**src/bsfr_pkg.sv**
```systemverilog
`timescale 1ns / 1ps

package bsfr_pkg;

	// Field widths
	localparam int unsigned BYTE_W    = 8;
	localparam int unsigned CFG_IDX_W = 2;

	// Register reset values and the smallest usable frame length
	localparam logic [BYTE_W-1:0] FLAG_RESET    = 8'd126;
	localparam logic [BYTE_W-1:0] ESCAPE_RESET  = 8'd125;
	localparam logic [BYTE_W-1:0] MAX_LEN_RESET = 8'd19;
	localparam logic [BYTE_W-1:0] MIN_FRAME_LEN = 8'd2;

	// Queue between the classifier and the frame engine
	localparam int unsigned FIFO_DEPTH = 2;
	localparam int unsigned FIFO_PTR_W = (FIFO_DEPTH > 1) ? $clog2(FIFO_DEPTH) : 1;
	localparam int unsigned FIFO_CNT_W = $clog2(FIFO_DEPTH + 1);

	// Configuration register indexes
	typedef enum logic [CFG_IDX_W-1:0] {
		CFG_FLAG    = 2'd0,
		CFG_ESCAPE  = 2'd1,
		CFG_MAX_LEN = 2'd2
	} cfg_idx_t;

	// Receiver phase
	typedef enum logic [1:0] {
		PH_HUNT  = 2'd0,
		PH_FRAME = 2'd1,
		PH_ESC   = 2'd2
	} phase_t;

	// A received byte with its classification
	typedef struct packed {
		logic [BYTE_W-1:0] data;
		logic              is_flag;
		logic              is_esc;
	} cls_item_t;

	// One result beat
	typedef struct packed {
		logic [BYTE_W-1:0] data_byte;
		logic              frame_end;
		logic              overflow;
	} result_t;

endpackage

```
**src/bsfr_if.sv**
```systemverilog
`timescale 1ns / 1ps

// Received byte channel
interface bsfr_rx_if;
	logic                          valid;
	logic                          ready;
	logic [bsfr_pkg::BYTE_W-1:0]   rx_byte;

	modport source (output valid, output rx_byte, input ready);
	modport sink   (input valid, input rx_byte, output ready);
endinterface

// Result channel
interface bsfr_res_if;
	logic                          valid;
	logic                          ready;
	logic [bsfr_pkg::BYTE_W-1:0]   data_byte;
	logic                          frame_end;
	logic                          overflow;

	modport source (output valid, output data_byte, output frame_end, output overflow,
		input ready);
	modport sink   (input valid, input data_byte, input frame_end, input overflow,
		output ready);
endinterface

// Configuration write channel
interface bsfr_cfg_if;
	logic                            valid;
	logic                            ready;
	logic [bsfr_pkg::CFG_IDX_W-1:0]  index;
	logic [bsfr_pkg::BYTE_W-1:0]     data;

	modport source (output valid, output index, output data, input ready);
	modport sink   (input valid, input index, input data, output ready);
endinterface

```
**src/byte_stuffed_frame_receiver_core.sv**
```systemverilog
`timescale 1ns / 1ps

// Channel    Dir   Beat carries                        Accepted when
// rx_chan    in    rx_byte                             valid && ready
// res_chan   out   data_byte, frame_end, overflow      valid && ready
// cfg_chan   in    index, data (register write)        valid && ready (ready tied high)
//
// One received byte per cycle is sustained while the result channel takes its beats. A byte
// accepted passes the classifier stage, the two-entry queue and the output register of the
// frame engine before its result is valid and can be taken.
// arst_n clears the stage valid bits, the queue, the phase and the registers to their
// reset values. A stalled result channel holds the frame engine, then the queue fills,
// then rx_chan.ready falls; until then the classifier takes a few more bytes.
module byte_stuffed_frame_receiver_core (
	input  logic        clk,
	input  logic        arst_n,
	bsfr_rx_if.sink     rx_chan,
	bsfr_res_if.source  res_chan,
	bsfr_cfg_if.sink    cfg_chan
);

	logic [bsfr_pkg::BYTE_W-1:0]  flag_q;
	logic [bsfr_pkg::BYTE_W-1:0]  escape_q;
	logic [bsfr_pkg::BYTE_W-1:0]  max_len_q;
	logic                         push_valid;
	logic                         push_ready;
	bsfr_pkg::cls_item_t          push_item;
	logic                         pop_valid;
	logic                         pop_ready;
	bsfr_pkg::cls_item_t          pop_item;
	bsfr_pkg::result_t            out_res;

	// Configuration registers; writes to unknown indexes are dropped.
	assign cfg_chan.ready = 1'b1;

	always_ff @(posedge clk or negedge arst_n) begin
		if (!arst_n) begin
			flag_q    <= bsfr_pkg::FLAG_RESET;
			escape_q  <= bsfr_pkg::ESCAPE_RESET;
			max_len_q <= bsfr_pkg::MAX_LEN_RESET;
		end else if (cfg_chan.valid) begin
			unique case (bsfr_pkg::cfg_idx_t'(cfg_chan.index))
				bsfr_pkg::CFG_FLAG:    flag_q    <= cfg_chan.data;
				bsfr_pkg::CFG_ESCAPE:  escape_q  <= cfg_chan.data;
				bsfr_pkg::CFG_MAX_LEN: max_len_q <= cfg_chan.data;
				default: begin
				end
			endcase
		end
	end

	// Classifier.
	bsfr_front u_front (
		.clk         (clk),
		.arst_n      (arst_n),
		.rx_valid    (rx_chan.valid),
		.rx_byte     (rx_chan.rx_byte),
		.rx_ready    (rx_chan.ready),
		.flag_byte   (flag_q),
		.escape_byte (escape_q),
		.push_valid  (push_valid),
		.push_item   (push_item),
		.push_ready  (push_ready)
	);

	// Queue between classifier and frame engine.
	bsfr_fifo u_fifo (
		.clk        (clk),
		.arst_n     (arst_n),
		.push_valid (push_valid),
		.push_item  (push_item),
		.push_ready (push_ready),
		.pop_valid  (pop_valid),
		.pop_item   (pop_item),
		.pop_ready  (pop_ready)
	);

	// Frame engine.
	bsfr_back u_back (
		.clk           (clk),
		.arst_n        (arst_n),
		.pop_valid     (pop_valid),
		.pop_item      (pop_item),
		.pop_ready     (pop_ready),
		.max_frame_len (max_len_q),
		.out_valid     (res_chan.valid),
		.out_res       (out_res),
		.out_ready     (res_chan.ready)
	);

	assign res_chan.data_byte = out_res.data_byte;
	assign res_chan.frame_end = out_res.frame_end;
	assign res_chan.overflow  = out_res.overflow;

endmodule

```
**src/bsfr_front.sv**
```systemverilog
`timescale 1ns / 1ps

module bsfr_front (
	input  logic                          clk,
	input  logic                          arst_n,
	input  logic                          rx_valid,
	input  logic [bsfr_pkg::BYTE_W-1:0]   rx_byte,
	output logic                          rx_ready,
	input  logic [bsfr_pkg::BYTE_W-1:0]   flag_byte,
	input  logic [bsfr_pkg::BYTE_W-1:0]   escape_byte,
	output logic                          push_valid,
	output bsfr_pkg::cls_item_t           push_item,
	input  logic                          push_ready
);

	logic                 valid_s1;
	bsfr_pkg::cls_item_t  item_s1;

	// The stage takes a new beat when empty or when its beat moves on.
	assign rx_ready   = !valid_s1 || push_ready;
	assign push_valid = valid_s1;
	assign push_item  = item_s1;

	// Stage valid bit.
	always_ff @(posedge clk or negedge arst_n) begin
		if (!arst_n) begin
			valid_s1 <= 1'b0;
		end else if (rx_ready) begin
			valid_s1 <= rx_valid;
		end
	end

	// Compare the byte against the flag and escape values once, here.
	always_ff @(posedge clk) begin
		if (rx_valid && rx_ready) begin
			item_s1.data    <= rx_byte;
			item_s1.is_flag <= (rx_byte == flag_byte);
			item_s1.is_esc  <= (rx_byte == escape_byte);
		end
	end

endmodule

```
**src/bsfr_fifo.sv**
```systemverilog
`timescale 1ns / 1ps

module bsfr_fifo (
	input  logic                 clk,
	input  logic                 arst_n,
	input  logic                 push_valid,
	input  bsfr_pkg::cls_item_t  push_item,
	output logic                 push_ready,
	output logic                 pop_valid,
	output bsfr_pkg::cls_item_t  pop_item,
	input  logic                 pop_ready
);

	bsfr_pkg::cls_item_t                 mem_q [bsfr_pkg::FIFO_DEPTH];
	logic [bsfr_pkg::FIFO_PTR_W-1:0]     wr_ptr_q;
	logic [bsfr_pkg::FIFO_PTR_W-1:0]     rd_ptr_q;
	logic [bsfr_pkg::FIFO_CNT_W-1:0]     count_q;
	logic                                push_fire;
	logic                                pop_fire;

	assign push_ready = (count_q != bsfr_pkg::FIFO_CNT_W'(bsfr_pkg::FIFO_DEPTH));
	assign pop_valid  = (count_q != '0);
	assign pop_item   = mem_q[rd_ptr_q];
	assign push_fire  = push_valid && push_ready;
	assign pop_fire   = pop_valid && pop_ready;

	// Pointers and fill count.
	always_ff @(posedge clk or negedge arst_n) begin
		if (!arst_n) begin
			wr_ptr_q <= '0;
			rd_ptr_q <= '0;
			count_q  <= '0;
		end else begin
			if (push_fire) begin
				if (wr_ptr_q == bsfr_pkg::FIFO_PTR_W'(bsfr_pkg::FIFO_DEPTH - 1)) begin
					wr_ptr_q <= '0;
				end else begin
					wr_ptr_q <= wr_ptr_q + 1'b1;
				end
			end
			if (pop_fire) begin
				if (rd_ptr_q == bsfr_pkg::FIFO_PTR_W'(bsfr_pkg::FIFO_DEPTH - 1)) begin
					rd_ptr_q <= '0;
				end else begin
					rd_ptr_q <= rd_ptr_q + 1'b1;
				end
			end
			if (push_fire && !pop_fire) begin
				count_q <= count_q + 1'b1;
			end else if (pop_fire && !push_fire) begin
				count_q <= count_q - 1'b1;
			end
		end
	end

	// Entry storage.
	always_ff @(posedge clk) begin
		if (push_fire) begin
			mem_q[wr_ptr_q] <= push_item;
		end
	end

endmodule

```
**src/bsfr_back.sv**
```systemverilog
`timescale 1ns / 1ps

module bsfr_back (
	input  logic                          clk,
	input  logic                          arst_n,
	input  logic                          pop_valid,
	input  bsfr_pkg::cls_item_t           pop_item,
	output logic                          pop_ready,
	input  logic [bsfr_pkg::BYTE_W-1:0]   max_frame_len,
	output logic                          out_valid,
	output bsfr_pkg::result_t             out_res,
	input  logic                          out_ready
);

	bsfr_pkg::phase_t                phase_q;
	bsfr_pkg::phase_t                phase_d;
	logic [bsfr_pkg::BYTE_W-1:0]     count_q;
	logic [bsfr_pkg::BYTE_W-1:0]     count_d;
	logic [bsfr_pkg::BYTE_W-1:0]     limit;
	logic                            at_limit;
	logic                            emit;
	bsfr_pkg::result_t               res_d;
	logic                            out_valid_q;
	bsfr_pkg::result_t               out_res_q;
	logic                            fire;

	// The output register frees up when empty or when its beat is taken.
	assign pop_ready = !out_valid_q || out_ready;
	assign fire      = pop_valid && pop_ready;
	assign out_valid = out_valid_q;
	assign out_res   = out_res_q;

	// A limit below the minimum counts as the minimum.
	assign limit    = (max_frame_len < bsfr_pkg::MIN_FRAME_LEN) ?
		bsfr_pkg::MIN_FRAME_LEN : max_frame_len;
	assign at_limit = (count_q >= limit);

	// Next phase, byte count and result for the beat at the queue head.
	always_comb begin
		phase_d = phase_q;
		count_d = count_q;
		emit    = 1'b0;
		res_d   = '{data_byte: pop_item.data, frame_end: 1'b0, overflow: 1'b0};
		unique case (phase_q)
			bsfr_pkg::PH_FRAME, bsfr_pkg::PH_ESC: begin
				if (phase_q == bsfr_pkg::PH_FRAME && pop_item.is_esc) begin
					phase_d = bsfr_pkg::PH_ESC;
				end else begin
					emit = 1'b1;
					if (at_limit) begin
						// Frame too long: cut it with an overflow beat.
						phase_d = bsfr_pkg::PH_HUNT;
						count_d = '0;
						res_d   = '{data_byte: '0, frame_end: 1'b1, overflow: 1'b1};
					end else if (phase_q == bsfr_pkg::PH_FRAME && pop_item.is_flag) begin
						// Closing flag.
						phase_d         = bsfr_pkg::PH_HUNT;
						count_d         = '0;
						res_d.frame_end = 1'b1;
					end else begin
						phase_d = bsfr_pkg::PH_FRAME;
						count_d = count_q + 1'b1;
					end
				end
			end
			default: begin
				// Hunting: only a flag opens a frame.
				phase_d = bsfr_pkg::PH_HUNT;
				if (pop_item.is_flag) begin
					emit    = 1'b1;
					phase_d = bsfr_pkg::PH_FRAME;
					count_d = 8'd1;
				end
			end
		endcase
	end

	// Phase and count registers.
	always_ff @(posedge clk or negedge arst_n) begin
		if (!arst_n) begin
			phase_q <= bsfr_pkg::PH_HUNT;
			count_q <= '0;
		end else if (fire) begin
			phase_q <= phase_d;
			count_q <= count_d;
		end
	end

	// Output valid bit.
	always_ff @(posedge clk or negedge arst_n) begin
		if (!arst_n) begin
			out_valid_q <= 1'b0;
		end else if (pop_ready) begin
			out_valid_q <= fire && emit;
		end
	end

	// Output payload.
	always_ff @(posedge clk) begin
		if (fire && emit) begin
			out_res_q <= res_d;
		end
	end

endmodule

```
**src/flat_wrapper.sv**
```systemverilog
// flat-port wrapper written by rule: the top's interface ports become plain ports
module byte_stuffed_frame_receiver_core_flat 
  (clk, arst_n, rx_chan_valid, rx_chan_rx_byte, rx_chan_ready, res_chan_valid, res_chan_data_byte, res_chan_frame_end, res_chan_overflow, res_chan_ready, cfg_chan_valid, cfg_chan_index, cfg_chan_data, cfg_chan_ready);
  bsfr_rx_if rx_chan_i ();
  bsfr_res_if res_chan_i ();
  bsfr_cfg_if cfg_chan_i ();
  input  logic clk;
  input  logic arst_n;
  input wire logic [$bits(rx_chan_i.valid)-1:0] rx_chan_valid;
  input wire logic [$bits(rx_chan_i.rx_byte)-1:0] rx_chan_rx_byte;
  output wire logic [$bits(rx_chan_i.ready)-1:0] rx_chan_ready;
  output wire logic [$bits(res_chan_i.valid)-1:0] res_chan_valid;
  output wire logic [$bits(res_chan_i.data_byte)-1:0] res_chan_data_byte;
  output wire logic [$bits(res_chan_i.frame_end)-1:0] res_chan_frame_end;
  output wire logic [$bits(res_chan_i.overflow)-1:0] res_chan_overflow;
  input wire logic [$bits(res_chan_i.ready)-1:0] res_chan_ready;
  input wire logic [$bits(cfg_chan_i.valid)-1:0] cfg_chan_valid;
  input wire logic [$bits(cfg_chan_i.index)-1:0] cfg_chan_index;
  input wire logic [$bits(cfg_chan_i.data)-1:0] cfg_chan_data;
  output wire logic [$bits(cfg_chan_i.ready)-1:0] cfg_chan_ready;
  assign rx_chan_i.valid = rx_chan_valid;
  assign rx_chan_i.rx_byte = rx_chan_rx_byte;
  assign rx_chan_ready = rx_chan_i.ready;
  assign res_chan_valid = res_chan_i.valid;
  assign res_chan_data_byte = res_chan_i.data_byte;
  assign res_chan_frame_end = res_chan_i.frame_end;
  assign res_chan_overflow = res_chan_i.overflow;
  assign res_chan_i.ready = res_chan_ready;
  assign cfg_chan_i.valid = cfg_chan_valid;
  assign cfg_chan_i.index = cfg_chan_index;
  assign cfg_chan_i.data = cfg_chan_data;
  assign cfg_chan_ready = cfg_chan_i.ready;
  byte_stuffed_frame_receiver_core u_core (.clk(clk), .arst_n(arst_n), .rx_chan(rx_chan_i), .res_chan(res_chan_i), .cfg_chan(cfg_chan_i));
endmodule
```
**config.mk**
```make
export PLATFORM = sky130hd
export DESIGN_NAME = byte_stuffed_frame_receiver_core_flat
export DESIGN_NICKNAME = d
export VERILOG_FILES = /design/src/bsfr_pkg.sv /design/src/bsfr_if.sv /design/src/byte_stuffed_frame_receiver_core.sv /design/src/bsfr_front.sv /design/src/bsfr_fifo.sv /design/src/bsfr_back.sv /design/src/flat_wrapper.sv
export SDC_FILE = /design/constraint.sdc
export NUM_CORES = 1
export LEC_CHECK = 0
export BUFFER_PORTS_ARGS = -buffer_cell sky130_fd_sc_hd__clkbuf_2
export CAP_MARGIN = 20
export CORE_UTILIZATION = 51
export DETAILED_ROUTE_END_ITERATION = 10
export PLACE_DENSITY = 0.73
export SLEW_MARGIN = 20
export SYNTH_ARGS = -nofsm -noshare
export SYNTH_HDL_FRONTEND = slang
export SYNTH_HIERARCHICAL = 1
export SYNTH_SLANG_ARGS = --single-unit
```
**constraint.sdc**
```tcl
create_clock -name clk -period 2.2 [get_ports clk]
set_clock_uncertainty 0.15 [all_clocks]
set_input_delay 0.33 -clock clk [delete_from_list [all_inputs] [get_ports clk]]
set_output_delay 0.33 -clock clk [all_outputs]
set_load 0.05 [all_outputs]
```
==> metrics.md <==
| Metric | Value |
|---|---|
| Status | finished with violations |
| Failing checks | negative setup slack |
| Num CTS Buffers | 9 |
| Port buffer count | 34 |
| Via count | 2239 |
| Grt total ovfl | 0 |
| Die ar. | about 0.0075 mm^2 |
| Leading area contributor after synthesis | edfxtp_1 |
| Vias in the first global route | about 2300 |
| Total Wirelength | around 6.7 mm |
| Synth Register Bits | 80 |
| Yosys cell types | 47 |
| Area contributors post-synth | edfxtp_1 33%, dfrtp_1 17%, dfstp_2 11% |
| Die height | about 87 um |
| Syn_area_per_cell | 14.2 um^2 |
| Total leakage power | 1.88 nW |
| Unrepaired setup endpoints after global routing | yes |
| Hold_sp | rx_chan_valid |
| Clock Tree Root | clkbuf_8 |
| Top Metal Used | met4 |
| Initial Util | around 53% |
| Hold path depth | 2 |
| # nets final | 358 |
| Area occupied by multi-input gates | between 0.001 and 0.0015 mm^2 |
| Dpl cells | around 400 |
| Post-synth top area share | 32.9% |
| First-pass GRT wire length | 11.0 mm |
| Io pins | 36 |
| Worst path required time | 2340 ps |
| FP Rows | 30 |
| # clock sinks | 80 |
| Worst IR Drop VDD | 489 uV |
| WHS Endpoint | u_core/u_front/push_valid |
| Filler cells | 522 |
| Share of layout cells above drive strength 1 | 45.6% |
| Yosys warns | 6 |
| Clock slew at reported path FFs | around 80 ps |
| P&R area growth vs syn | 20.6% |
| Routability cong. | 0.812 |
| Synthesized area | between 0.003 and 0.004 mm^2 |
| Met1 wire length | 2.89 mm |
| Routed met2 length | 3.38 mm |
| Part of the Yosys area used for sequential elements | 60.8% |
| Final worst-path setup slack | -312 ps |
| Die W | ~87 um |
| Worst-Skew Late Latency | around 350 ps |
| Initial DRC count | 108 |
| GR Util All Layers | 19.8% |
| DR vias/cell | 5.27 |
| ANT cells | 0 |
| Worst Path Arrival | 2660 ps |
| Final hold vios | 0 |
| Max-Cap Viols | 0 |
| Crit Path Max Fanout | 6 |
| Startpoint Class | register |
| Final Setup Violations | 19 |
| Fin cells | 425 |
| Largest net degree at the start of global routing | 25 |
| DP Wirelength | 4.73 mm |
| # H-tree levels | 3 |
| Crit. End Element | register |
| HP Class | primary input to register |
| Max clock buf depth | 2 |
| Reg area | 0.00222 mm^2 |
| DR WL/cell | 15.6 um |
| Ys async rst share | 50.0% |
| CORE AREA | between 0.006 and 0.007 mm^2 |
| Critical path class | register to register |
| Final Critical Period | 2510 ps |
| Pwr dens | around 1400 mW/mm^2 |
| Post-place setup slack | -272 ps |
| Commonest register cell after synthesis | edfxtp_1 |
| Worst r2r dst | u_core/u_back/count_q[4] |
| R2r worst-path depth | 10 |
| Max Slew Vio Count | 0 |
| Initial antenna violation count | 0 |
| Drt drc | 0 |
| Worst R2R Setup Slack | -310 ps |
| Max Fclk | 0.398 GHz |
| Setup_tns | -3730 ps |
| First-pass iteration count of the detailed router | 4 |
| TritonCTS clock tree | yes |
| Fin crit share | 114% |
| Total nets after synthesis | 292 |
| Met3 WL | 252 um |
| Cells after synthesis | 258 |
| Reg2reg start | u_core/max_len_q[7] |
| Overall Power | 6.04 mW |
| Routed Antenna Nets | 0 |
| EDFF count, synth | 40 |
-- power breakdown --
part           internal [mW]  switching (mW)  total [mW]
registers               2.15           0.213        2.37
clock network          0.645           0.536        1.18
logic                   1.03            1.46        2.49
-- Yosys cell counts (2+ instances only) --
library cell,count
nand2b_4,2
nand3b_2,2
nand3_1,4
o21ai_0,8
nand2_1,14
nand2b_1,3
nand4_1,5
mux2_2,34
xor2_1,2
xnor2_1,19
nor2_1,9
a21o_1,4
edfxtp_1,40
buf_4,2
and3_1,3
mux2i_1,2
o21a_1,2
inv_1,13
ha_1,11
a21oi_1,4
dfstp_2,15
dfrtp_1,25
and2_1,11
-- cell families after synthesis --
kind of cell,share of synthesized area (%)
buffers and inverters,2.19
adders and majority gates,3.77
muxes,11.0
other,0.103
AOI/OAI and AO/OA,6.47
xor gates and xnor gates,5.03
DFF,60.8
and+or+nand+nor,10.6
-- timing repair --
| item | in CTS | in global routing |
|---|---|---|
| hold endpoints to repair | 16 | 0 |
| setup buffers | 4 | 0 |
| hold buffers | 1 | 0 |
| cloned | 2 | 0 |
| resized for setup | 15 | 7 |
| pin swaps | 14 | 5 |
| setup endpoints to repair | 19 | 19 |
-- metrics by stage --
| stage | instance area [um^2] | utilization, % | hold WS (ps) |
|---|---|---|---|
| 2_1_floorplan | 3670 | - | -116 |
| 3_3_place_gp | 4080 | 59.3 | 170 |
| 3_5_place_dp | 4080 | 59.3 | 170 |
| 4_1_cts | 4390 | 63.9 | 35.1 |
| 5_1_grt | 4410 | 64.2 | 47.1 |
| 6_report | 4410 | 64.2 | 50.1 |
-- area by class of cell --
type | count | share of cell area [%]
Sequential cell | 80 | 50.4
Multi-Input combinational cell | 163 | 32.5
Timing Repair Buffer | 57 | 8.29
Clock buffer | 10 | 2.90
Tap cell | 96 | 2.73
Clock inverter | 6 | 2.04
Inverter | 13 | 1.11
-- how the worst max path moves through the flow --
stage	end	from	cells past startpoint	slack (ps)
after floorplan	u_core/u_back/out_res[1]	u_core/max_len_q[6]	9	-70
after global placement	u_core/u_back/out_res[1]	u_core/max_len_q[7]	9	-170
after detailed placement	u_core/u_back/out_res[1]	u_core/max_len_q[6]	9	-270
after CTS	u_core/u_back/count_q[4]	u_core/max_len_q[6]	10	-260
after global routing	u_core/u_back/count_q[3]	u_core/max_len_q[6]	10	-370
final	u_core/u_back/count_q[4]	u_core/max_len_q[7]	10	-310
-- layer usage --
| layer | up-vias | track usage [%] |
|---|---|---|
| met3 | 10 | 4.10 |
| met4 | 0 | 7.73 |
| met1 | 1099 | 24.4 |
| met5 | - | 0 |
| met2 | 58 | 34.3 |
| li1 | 1072 | - |
-- registers in the layout, indices dropped and copies added, names as in the netlist, 2 cells and up --
name                      cells
u_core/max_len_q              8
u_core/flag_q                 8
u_core/u_front/push_item     10
u_core/u_back/count_q         8
u_core/u_fifo/mem_q          20
u_core/u_back/out_res        10
u_core/u_back/phase_q         2
u_core/u_fifo/count_q         2
u_core/escape_q               8
-- cell usage in the layout (no fill, tap or decap), types with 6 or more instances in the layout --
master | Yosys | final
nand2_1 | 14 | 13
nor2_1 | 9 | 6
dfrtp_1 | 25 | 25
inv_1 | 13 | 12
mux2_2 | 34 | 34
ha_1 | 11 | 11
xnor2_1 | 19 | 19
dfstp_2 | 15 | 15
clkbuf_2 | 1 | 34
clkbuf_8 | 0 | 9
buf_4 | 2 | 19
and2_1 | 11 | 7
edfxtp_1 | 40 | 40
-- worst max-delay path, cell delays in order, from the launching register on --
cell and delay (ps):
dfrtp_1 390, nor2_2 150, nand3_1 110, o21a_1 200, ha_1 280, nand2b_4 150, a2111oi_4 340, buf_4 200
o21bai_4 90, and4bb_2 310, a21o_1 80
(Power assumes the default switching activity.)
